==> config.mk <==
export PLATFORM = sky130hd
export DESIGN_NAME = voice_module_serial_sender
export DESIGN_NICKNAME = d
export VERILOG_FILES = /design/src/design/vmss_pkg.sv /design/src/design/voice_module_serial_sender.sv
export SDC_FILE = /design/constraint.sdc
export NUM_CORES = 1
export LEC_CHECK = 0
export ABC_CLOCK_PERIOD_IN_PS = 7500
export BUFFER_PORTS_ARGS = -buffer_cell sky130_fd_sc_hd__buf_4
export CORE_ASPECT_RATIO = 0.75
export CORE_UTILIZATION = 60
export DETAILED_ROUTE_END_ITERATION = 8
export GPL_TIMING_DRIVEN = 0
export PLACE_DENSITY = 0.79
export SYNTH_ARGS = -nofsm -noshare
export SYNTH_HDL_FRONTEND = slang
export SYNTH_SLANG_ARGS = --single-unit
==> constraint.sdc <==
create_clock -name clk -period 7.5 [get_ports clk]
set_input_delay 0.375 -clock clk [delete_from_list [all_inputs] [get_ports clk]]
set_output_delay 0.375 -clock clk [all_outputs]
set_load 0.01 [all_outputs]
==> src/design/vmss_pkg.sv <==
// Shared types, register map and reset constants for the voice module serial sender.
`default_nettype none

package vmss_pkg;

  // Queue and frame defaults.
  localparam int QUEUE_DEPTH_DEF = 16;
  localparam int WORD_BITS_DEF   = 16;

  // Fixed field widths.
  localparam int CMD_W  = 16;
  localparam int GAP_W  = 8;
  localparam int PCNT_W = 10;
  localparam int CFG_AW = 5;
  localparam int CFG_DW = 32;
  localparam int IDX_W  = 3;

  // Input item kinds carried in tuser.
  typedef enum logic [1:0] {
    MODE_TICK = 2'd0,
    MODE_PUSH = 2'd1,
    MODE_CMD  = 2'd2
  } mode_t;

  // Power-up sequence of the module reset line.
  typedef enum logic [1:0] {
    PH_RESET_LOW  = 2'd0,
    PH_RESET_WAIT = 2'd1,
    PH_RUN        = 2'd2
  } phase_t;

  // Register indexes (byte address is four times the index).
  localparam logic [IDX_W-1:0] REG_FIRST_GAP   = 3'd0;
  localparam logic [IDX_W-1:0] REG_STOP_HOLD   = 3'd1;
  localparam logic [IDX_W-1:0] REG_START_GAP   = 3'd2;
  localparam logic [IDX_W-1:0] REG_RESET_LOW   = 3'd3;
  localparam logic [IDX_W-1:0] REG_RESET_WAIT  = 3'd4;

  // Register reset values.
  localparam logic [GAP_W-1:0]  FIRST_GAP_RST  = 8'd5;
  localparam logic [GAP_W-1:0]  STOP_HOLD_RST  = 8'd48;
  localparam logic [GAP_W-1:0]  START_GAP_RST  = 8'd60;
  localparam logic [PCNT_W-1:0] RESET_LOW_RST  = 10'd16;
  localparam logic [PCNT_W-1:0] RESET_WAIT_RST = 10'd600;

endpackage

`default_nettype wire

==> src/design/voice_module_serial_sender.sv <==
// Top level of the tick-driven two-wire sender for a voice playback module.
`default_nettype none

// Channel   Direction  Ports                      Item contents
// in_       slave      tvalid/tready/tdata/tuser  tick, prompt push or command word
// out_      master     tvalid/tready/tdata        line levels and status after the item
// cfg_      APB slave  psel/penable/pwrite/...    five timing registers
//
// Every accepted item is processed in the cycle it is accepted, and its result
// appears in the output register on the next cycle. The single state update
// stage sets the rate: one item per clock while the consumer takes each result.
// The input side stays ready while a result waits, as long as the consumer
// takes that result in the same cycle; the output register is the only stall point.
// Reset is synchronous and active low; there is no clearing pass after reset.

module voice_module_serial_sender #(
  parameter int QUEUE_DEPTH = vmss_pkg::QUEUE_DEPTH_DEF,
  parameter int WORD_BITS   = vmss_pkg::WORD_BITS_DEF
) (
  input  wire logic                        clk,
  input  wire logic                        rst_n,
  // Input channel.
  input  wire logic                        in_tvalid,
  output logic                             in_tready,
  // [15:0] word, [16] device_busy, [23:17] zero
  input  wire logic [23:0]                 in_tdata,
  // [1:0] mode
  input  wire logic [1:0]                  in_tuser,
  // Result channel.
  output logic                             out_tvalid,
  input  wire logic                        out_tready,
  // [0] clk_out, [1] data_out, [2] reset_out, [3] playing, [4] push_dropped, [7:5] zero
  output logic [7:0]                       out_tdata,
  // Configuration port.
  input  wire logic                        cfg_psel,
  input  wire logic                        cfg_penable,
  input  wire logic                        cfg_pwrite,
  input  wire logic [vmss_pkg::CFG_AW-1:0] cfg_paddr,
  input  wire logic [vmss_pkg::CFG_DW-1:0] cfg_pwdata,
  output logic [vmss_pkg::CFG_DW-1:0]      cfg_prdata,
  output logic                             cfg_pready
);

  localparam int PTR_W  = $clog2(QUEUE_DEPTH);
  localparam int CNT_W  = $clog2(QUEUE_DEPTH + 1);
  localparam int BITS_W = $clog2(WORD_BITS + 1);

  localparam logic [PTR_W-1:0]  PTR_LAST  = PTR_W'(QUEUE_DEPTH - 1);
  localparam logic [CNT_W-1:0]  CNT_FULL  = CNT_W'(QUEUE_DEPTH);
  localparam logic [BITS_W-1:0] BITS_FULL = BITS_W'(WORD_BITS);

  // ---------------------------------------------------------------------------
  // Handshake and input field extraction.
  // ---------------------------------------------------------------------------
  logic                         in_fire;
  logic                         out_tvalid_r;
  logic [7:0]                   out_tdata_r;
  logic [vmss_pkg::CMD_W-1:0]   in_word;
  logic                         in_busy;
  vmss_pkg::mode_t              in_mode;

  assign in_tready = !out_tvalid_r || out_tready;
  assign in_fire   = in_tvalid && in_tready;
  assign in_word   = in_tdata[15:0];
  assign in_busy   = in_tdata[16];
  assign in_mode   = vmss_pkg::mode_t'(in_tuser);

  assign out_tvalid = out_tvalid_r;
  assign out_tdata  = out_tdata_r;

  // ---------------------------------------------------------------------------
  // Configuration registers.
  // ---------------------------------------------------------------------------
  logic                              cfg_wr;
  logic [vmss_pkg::IDX_W-1:0]        cfg_idx;
  logic [vmss_pkg::GAP_W-1:0]        first_gap_r;
  logic [vmss_pkg::GAP_W-1:0]        stop_hold_r;
  logic [vmss_pkg::GAP_W-1:0]        start_gap_r;
  logic [vmss_pkg::PCNT_W-1:0]       reset_low_r;
  logic [vmss_pkg::PCNT_W-1:0]       reset_wait_r;

  assign cfg_pready = 1'b1;
  assign cfg_wr     = cfg_psel && cfg_penable && cfg_pwrite && cfg_pready;
  assign cfg_idx    = cfg_paddr[4:2];

  always_ff @(posedge clk) begin
    if (!rst_n) begin
      first_gap_r  <= vmss_pkg::FIRST_GAP_RST;
      stop_hold_r  <= vmss_pkg::STOP_HOLD_RST;
      start_gap_r  <= vmss_pkg::START_GAP_RST;
      reset_low_r  <= vmss_pkg::RESET_LOW_RST;
      reset_wait_r <= vmss_pkg::RESET_WAIT_RST;
    end else if (cfg_wr) begin
      unique case (cfg_idx)
        vmss_pkg::REG_FIRST_GAP:  first_gap_r  <= cfg_pwdata[7:0];
        vmss_pkg::REG_STOP_HOLD:  stop_hold_r  <= cfg_pwdata[7:0];
        vmss_pkg::REG_START_GAP:  start_gap_r  <= cfg_pwdata[7:0];
        vmss_pkg::REG_RESET_LOW:  reset_low_r  <= cfg_pwdata[9:0];
        vmss_pkg::REG_RESET_WAIT: reset_wait_r <= cfg_pwdata[9:0];
        default: ;
      endcase
    end
  end

  always_comb begin
    unique case (cfg_idx)
      vmss_pkg::REG_FIRST_GAP:  cfg_prdata = {24'd0, first_gap_r};
      vmss_pkg::REG_STOP_HOLD:  cfg_prdata = {24'd0, stop_hold_r};
      vmss_pkg::REG_START_GAP:  cfg_prdata = {24'd0, start_gap_r};
      vmss_pkg::REG_RESET_LOW:  cfg_prdata = {22'd0, reset_low_r};
      vmss_pkg::REG_RESET_WAIT: cfg_prdata = {22'd0, reset_wait_r};
      default:                  cfg_prdata = '0;
    endcase
  end

  // ---------------------------------------------------------------------------
  // Sender state.
  // ---------------------------------------------------------------------------
  vmss_pkg::phase_t              phase_r, phase_nxt;
  logic [vmss_pkg::PCNT_W-1:0]   pcnt_r, pcnt_nxt;
  logic                          armed_r, armed_nxt;
  logic [vmss_pkg::GAP_W-1:0]    gap_r, gap_nxt;
  logic [BITS_W-1:0]             bits_r, bits_nxt;
  logic                          sending_r, sending_nxt;
  logic                          clk_level_r, clk_level_nxt;
  logic                          data_level_r, data_level_nxt;
  logic [WORD_BITS-1:0]          shift_r, shift_nxt;
  logic [vmss_pkg::CMD_W-1:0]    pend_r, pend_nxt;
  logic [PTR_W-1:0]              rp_r, rp_nxt;
  logic [PTR_W-1:0]              wp_r, wp_nxt;
  logic [CNT_W-1:0]              cnt_r, cnt_nxt;
  logic                          q_we;
  logic                          q_pop;
  logic                          dropped;
  logic [31:0]                   pend_ext;
  logic [31:0]                   head_ext;

  // Prompt queue: one write port at the tail, one registered read port that
  // always presents the entry at the head. A push into the head slot is
  // forwarded so the head is correct on the very next tick.
  logic [vmss_pkg::CMD_W-1:0]    q_mem [QUEUE_DEPTH];
  logic [vmss_pkg::CMD_W-1:0]    q_head_r;

  always_ff @(posedge clk) begin
    if (q_we) begin
      q_mem[wp_r] <= in_word;
    end
    if (q_we && (wp_r == rp_nxt)) begin
      q_head_r <= in_word;
    end else begin
      q_head_r <= q_mem[rp_nxt];
    end
  end

  assign pend_ext = {16'd0, pend_r};
  assign head_ext = {16'd0, q_head_r};

  // Whole per-item update. The tick path walks the power-up sequence and then
  // one step of the frame: start gap, one half of a data bit, the stop bit or the frame end.
  always_comb begin
    logic go;
    logic fin;

    phase_nxt      = phase_r;
    pcnt_nxt       = pcnt_r;
    armed_nxt      = armed_r;
    gap_nxt        = gap_r;
    bits_nxt       = bits_r;
    sending_nxt    = sending_r;
    clk_level_nxt  = clk_level_r;
    data_level_nxt = data_level_r;
    shift_nxt      = shift_r;
    pend_nxt       = pend_r;
    rp_nxt         = rp_r;
    wp_nxt         = wp_r;
    cnt_nxt        = cnt_r;
    q_we           = 1'b0;
    q_pop          = 1'b0;
    dropped        = 1'b0;
    go             = 1'b0;
    fin            = 1'b0;

    if (in_fire) begin
      unique case (in_mode)
        vmss_pkg::MODE_TICK: begin
          if (armed_r) begin
            go = 1'b1;
            // A reset phase of zero ticks falls through in the same tick.
            if (phase_nxt == vmss_pkg::PH_RESET_LOW) begin
              if (pcnt_nxt < reset_low_r) begin
                pcnt_nxt = pcnt_nxt + 10'd1;
                go       = 1'b0;
              end else begin
                phase_nxt = vmss_pkg::PH_RESET_WAIT;
                pcnt_nxt  = '0;
              end
            end
            if (go && (phase_nxt == vmss_pkg::PH_RESET_WAIT)) begin
              if (pcnt_nxt < reset_wait_r) begin
                pcnt_nxt = pcnt_nxt + 10'd1;
                go       = 1'b0;
              end else begin
                phase_nxt = vmss_pkg::PH_RUN;
                pcnt_nxt  = '0;
              end
            end

            if (go) begin
              // Load a new word between frames; the command skips the busy check.
              if ((bits_r == '0) && !sending_r) begin
                if (pend_r != '0) begin
                  shift_nxt   = pend_ext[WORD_BITS-1:0];
                  pend_nxt    = '0;
                  sending_nxt = 1'b1;
                end else if (!in_busy) begin
                  if (cnt_r == '0) begin
                    armed_nxt = 1'b0;
                    fin       = 1'b1;
                  end else begin
                    shift_nxt   = head_ext[WORD_BITS-1:0];
                    q_pop       = 1'b1;
                    rp_nxt      = (rp_r == PTR_LAST) ? '0 : rp_r + 1'b1;
                    cnt_nxt     = cnt_r - 1'b1;
                    sending_nxt = 1'b1;
                  end
                end
              end

              if (!fin && sending_nxt && (gap_nxt != '0)) begin
                if (bits_nxt == '0) begin
                  // Start gap: the clock goes low in its last ticks.
                  if (gap_nxt < first_gap_r) begin
                    clk_level_nxt = 1'b0;
                  end
                  gap_nxt = gap_nxt - 8'd1;
                  fin     = 1'b1;
                end else if (bits_nxt == BITS_FULL) begin
                  // Stop bit: data low, clock high.
                  data_level_nxt = 1'b0;
                  clk_level_nxt  = 1'b1;
                  gap_nxt        = gap_nxt - 8'd1;
                  fin            = 1'b1;
                end
              end

              if (!fin && (bits_nxt == BITS_FULL) && (gap_nxt == '0)) begin
                bits_nxt    = '0;
                sending_nxt = 1'b0;
                gap_nxt     = start_gap_r;
                fin         = 1'b1;
              end

              if (!fin && (bits_nxt < BITS_FULL) && sending_nxt) begin
                if (!clk_level_nxt) begin
                  gap_nxt        = stop_hold_r;
                  data_level_nxt = data_level_nxt | shift_nxt[WORD_BITS-1];
                  shift_nxt      = {shift_nxt[WORD_BITS-2:0], 1'b0};
                  bits_nxt       = bits_nxt + 1'b1;
                  clk_level_nxt  = 1'b1;
                end else begin
                  clk_level_nxt  = 1'b0;
                  data_level_nxt = 1'b0;
                end
              end
            end
          end
        end
        vmss_pkg::MODE_PUSH: begin
          if (cnt_r == CNT_FULL) begin
            dropped = 1'b1;
          end else begin
            q_we    = 1'b1;
            wp_nxt  = (wp_r == PTR_LAST) ? '0 : wp_r + 1'b1;
            cnt_nxt = cnt_r + 1'b1;
          end
          armed_nxt = 1'b1;
        end
        vmss_pkg::MODE_CMD: begin
          pend_nxt = in_word;
        end
        default: ;
      endcase
    end

    // Writing first_gap during power-up also sets the gap before the first word.
    if (cfg_wr && (cfg_idx == vmss_pkg::REG_FIRST_GAP) && (phase_r != vmss_pkg::PH_RUN)) begin
      gap_nxt = cfg_pwdata[7:0];
    end
  end

  always_ff @(posedge clk) begin
    if (!rst_n) begin
      phase_r      <= vmss_pkg::PH_RESET_LOW;
      pcnt_r       <= '0;
      armed_r      <= 1'b1;
      gap_r        <= vmss_pkg::FIRST_GAP_RST;
      bits_r       <= '0;
      sending_r    <= 1'b0;
      clk_level_r  <= 1'b0;
      data_level_r <= 1'b0;
      shift_r      <= '0;
      pend_r       <= '0;
      rp_r         <= '0;
      wp_r         <= '0;
      cnt_r        <= '0;
    end else begin
      phase_r      <= phase_nxt;
      pcnt_r       <= pcnt_nxt;
      armed_r      <= armed_nxt;
      gap_r        <= gap_nxt;
      bits_r       <= bits_nxt;
      sending_r    <= sending_nxt;
      clk_level_r  <= clk_level_nxt;
      data_level_r <= data_level_nxt;
      shift_r      <= shift_nxt;
      pend_r       <= pend_nxt;
      rp_r         <= rp_nxt;
      wp_r         <= wp_nxt;
      cnt_r        <= cnt_nxt;
    end
  end

  // ---------------------------------------------------------------------------
  // Result register. It holds until taken, and is replaced when a new item is
  // accepted in the same cycle that the old result leaves.
  // ---------------------------------------------------------------------------
  always_ff @(posedge clk) begin
    if (!rst_n) begin
      out_tvalid_r <= 1'b0;
    end else if (in_fire) begin
      out_tvalid_r <= 1'b1;
    end else if (out_tready) begin
      out_tvalid_r <= 1'b0;
    end
  end

  always_ff @(posedge clk) begin
    if (in_fire) begin
      out_tdata_r <= {3'd0, dropped, armed_nxt, (phase_nxt != vmss_pkg::PH_RESET_LOW),
                      data_level_nxt, clk_level_nxt};
    end
  end

  // ---------------------------------------------------------------------------
  // Assertions.
  // ---------------------------------------------------------------------------
  // While the module is held in reset, both serial lines stay low.
  a_lines_low_in_reset: assert property (@(posedge clk) disable iff (!rst_n)
    (phase_r == vmss_pkg::PH_RESET_LOW) |-> (!clk_level_r && !data_level_r))
    else $error("serial lines active while module reset is low");

  // The queue fill never passes its depth.
  a_count_bound: assert property (@(posedge clk) disable iff (!rst_n)
    cnt_r <= CNT_FULL)
    else $error("queue entry count beyond depth");

  // A prompt is only taken from a queue that holds one.
  a_pop_nonempty: assert property (@(posedge clk) disable iff (!rst_n)
    q_pop |-> (cnt_r != '0))
    else $error("pop from empty prompt queue");

  // A waiting drop report means the queue is still full.
  a_drop_full: assert property (@(posedge clk) disable iff (!rst_n)
    (out_tvalid_r && out_tdata_r[4]) |-> (cnt_r == CNT_FULL))
    else $error("dropped push reported with room in queue");

  // The bit counter never runs past one word.
  a_bits_bound: assert property (@(posedge clk) disable iff (!rst_n)
    bits_r <= BITS_FULL)
    else $error("bit counter beyond word length");

endmodule

`default_nettype wire

==> key figures <==
Synthesis
  • Top cells by area, synth: edfxtp_1 (45%), dfxtp_1 (14%), mux4_2 (9.7%)
  • Sequential area share after synthesis: 0.589
  • Synthesized cell area: 17500 um^2
  • Async set or reset register ratio after synthesis: 0
  • Number of flops mapped to enable cells by yosys: ~260
  • Synth Area per Inst: between 10 and 15 um^2
  • Post-Synthesis Cells: 1362
  • Distinct cell type count after synthesis: just over 80
  • Post-synth top area share: 0.448
  • #FFs+latches synth: 384
  • Ys flop type: edfxtp_1
  • Top cell type by total area after synthesis: edfxtp_1
  • Synth warn: 0

Timing
  • Worst clock skew: ~11 ps
  • Final period utilization: 0.727
  • Worst slew pin tran: between 1000 and 1500 ps
  • Fmax: between 150 and 200 MHz
  • Final Max Slew Viols: 0
  • Final min period: roughly 5400 ps
  • Aggregate negative setup slack: 0 ps
  • Final Hold Fails: 0
  • Hold_ws: around 85 ps
  • RSZ-0062 raised after global routing: no
  • Final setup violation count: 0
  • Relative slew margins: 0.140

Clocking
  • Clock Path Buffers: 3
  • TritonCTS Buffers: 37
  • Clock slew at reported path FFs: around 70 ps
  • Postcts setup bufs: 0
  • # clock sinks: 384
  • CTS tree: yes
  • Cts hold-fix bufs: 0
  • H-tree levels: 2
  • CTS resizes: 0
  • Worst skew pair latency: 540 ps
  • CTS Root Buffer Type: clkbuf_16

Cells and area
  • Inserted Diodes: 0
  • Nets: between 1500 and 2000
  • Syn-to-layout area delta: 14.0%
  • Layout cells sized above 1: 0.199
  • Fin area: 19900 um^2

Power
  • Share of total power in combinational logic: 0.054
  • Switching power: roughly 950 uW
  • Register share of total power: 0.530
  • Switching Fraction: 0.220
  • Int Pwr: approximately 3.4 mW
  • P_leak: 6.76 nW
  • Clock share of power: 0.416
  • Power density over the cells: ~220 nW/um^2
  • VDD IR-drop max: 199 uV

Global routing
  • Initial antenna violation count: 0
  • Global-route usage over all layers: 0.310
  • Pin count of the biggest net entering global routing: 18
  • Grt ovf: 0
  • Vias in the first global route: approximately 12000
  • First-pass GRT wire length: 67.9 mm

Worst hold path
  • Tightest Hold Check Type: in2reg

Detailed routing
  • Met1 WL: roughly 19 mm
  • DR WL met3: slightly below 5 mm
  • Max layer used: met4
  • Met2 WL post-DR: about 20 mm
  • WL/cell: 23.5 um
  • Remaining DRCs: 0
  • Via count: 12300
  • ANT nets after route: 0
  • Drt via density: roughly 6.4
  • Routed Wire Length: between 40 and 50 mm
  • First-pass DRT Iterations: 6
  • Initial DRC count: ~1400

Flow run
  • Maxcap violations: 0

Critical path
  • Critical path required time: 7790 ps
  • CP arrival: about 5700 ps
  • Setup crit end kind: flip-flop
  • Kind of critical path: reg2reg
  • Critical path launch point type: flip-flop
  • CP max FO: 10

Die
  • Die H: around 150 um
  • Core ar.: approximately 28000 um^2
  • Ports: about 110
  • # rows: 53
  • Die ar.: 29800 um^2
  • Die Wd: 199 um
  • Starting density of the core: 0.618

Status
  • Status: finished, final reports clean

Placement
  • GPL Wtd Cong: between 0.9 and 1
  • Post-DP Area: ~19000 um^2
  • Port bufs: 53
  • HPWL after detailed placement: 31.0 mm
-- critical path: stages, from the launching register on --
cell,delay [ps]
dfxtp_1,460
inv_1,80
ha_1,280
nand4_1,130
o311a_1,490
a21oi_1,620
nor2_1,140
ha_1,330
a21oi_1,140
o21ai_0,250
a2111oi_1,550
o31ai_2,230
a21o_1,290
nand2_1,320
clkbuf_1,510
nor2_1,150
o21a_1,210
-- flip-flops by register name (all words and copies together) (netlist names), 8 cells and up, named ones only --
signal,cells
q_mem,256
pend_r,16
shift_r,16
pcnt_r,10
reset_low_r,10
reset_wait_r,10
first_gap_r,8
gap_r,8
start_gap_r,8
stop_hold_r,8
-- cell usage after synthesis, types with 5 or more instances --
cell / count
edfxtp_1: 261
nand2_1: 157
dfxtp_1: 123
nor2_1: 109
mux4_2: 75
a21oi_1: 67
clkbuf_1: 54
mux2i_1: 44
inv_1: 40
ha_1: 38
o21ai_0: 29
a22oi_1: 28
buf_4: 28
nand3_1: 27
xnor2_1: 17
a211oi_1: 16
buf_2: 16
nor3_1: 14
o21ai_1: 12
o22ai_1: 12
a31o_2: 11
nand2b_1: 11
o211ai_1: 11
mux2_2: 10
nor2b_1: 10
nor4_2: 8
xor2_1: 8
a221oi_1: 7
and2_1: 7
nand4_1: 7
nor4_1: 7
a21o_1: 6
a31oi_1: 5
o21a_1: 5
-- stage by stage --
stage	std cells	setup WS [ps]	util	power, mW
floorplan	1386	3340	-	2.46
finish	1907	2050	0.704	4.30
detailed placement	1840	2260	0.665	2.55
global route	1907	1800	0.704	4.41
CTS	1907	2220	0.704	4.30
global placement	1824	2370	0.652	2.54
-- metal layers --
metal,vias to the layer above,global-route usage
met4,0,0.0796
met3,82,0.0633
met5,-,0
li1,5351,-
met2,734,0.454
met1,6086,0.472
-- final cells by class --
class	instances	area, um^2
Buffer	102	508
Tap cell	385	482
Sequential cell	384	10300
Clock buffer	56	1010
Clock inverter	11	113
Multi-Input combinational cell	859	6680
Fill cell	1875	8370
Timing Repair Buffer	69	698
Inverter	41	154
-- power groups by stage --
stage	combinational, mW	sequential (mW)	clock [mW]
after floorplan	0.136	2.32	0
after global placement	0.219	2.32	0
after detailed placement	0.226	2.33	0
after CTS	0.228	2.28	1.80
after global routing	0.252	2.28	1.88
final	0.234	2.28	1.79
-- cell usage in the layout, fill, tap and decap left out, types with 16 or more instances in the layout --
cell type  instances
edfxtp_1         261
a211oi_1          16
clkbuf_16         37
nand3_1           27
nor2_1            97
o21ai_0           29
ha_1              38
nand2_1          157
xnor2_1           17
a21oi_1           67
mux4_2            75
a22oi_1           28
dfxtp_1          123
buf_2             16
conb_1            26
mux2i_1           44
clkbuf_1          71
buf_4             81
inv_1             40
-- path summary, 6_finish.rpt --
check,start,slack [ps],cells after the start,to
worst max-delay path,reset_low_r[6],2050,16,out_tdata[0]
worst min register to register,shift_r[3],460,2,shift_r[3]
worst min-delay path,cfg_pwdata[9],90,3,reset_wait_r[9]
worst max register to register,reset_low_r[6],2050,16,out_tdata[0]
-- logic make-up (layout without fill, tap and decap cells) --
| logic type | after synthesis | after routing | share of synthesized area |
|---|---|---|---|
| AOI/OAI and AO/OA | 250 | 250 | 0.0992 |
| xor gates and xnor gates | 25 | 25 | 0.0125 |
| adders and majority gates | 39 | 39 | 0.0283 |
| buffers and inverters | 143 | 279 | 0.0378 |
| DFF | 384 | 384 | 0.589 |
| muxes | 129 | 129 | 0.128 |
| other | 2 | 26 | 0.000429 |
| and+or+nand+nor | 390 | 390 | 0.105 |
Power figures use the tool's default switching activity.
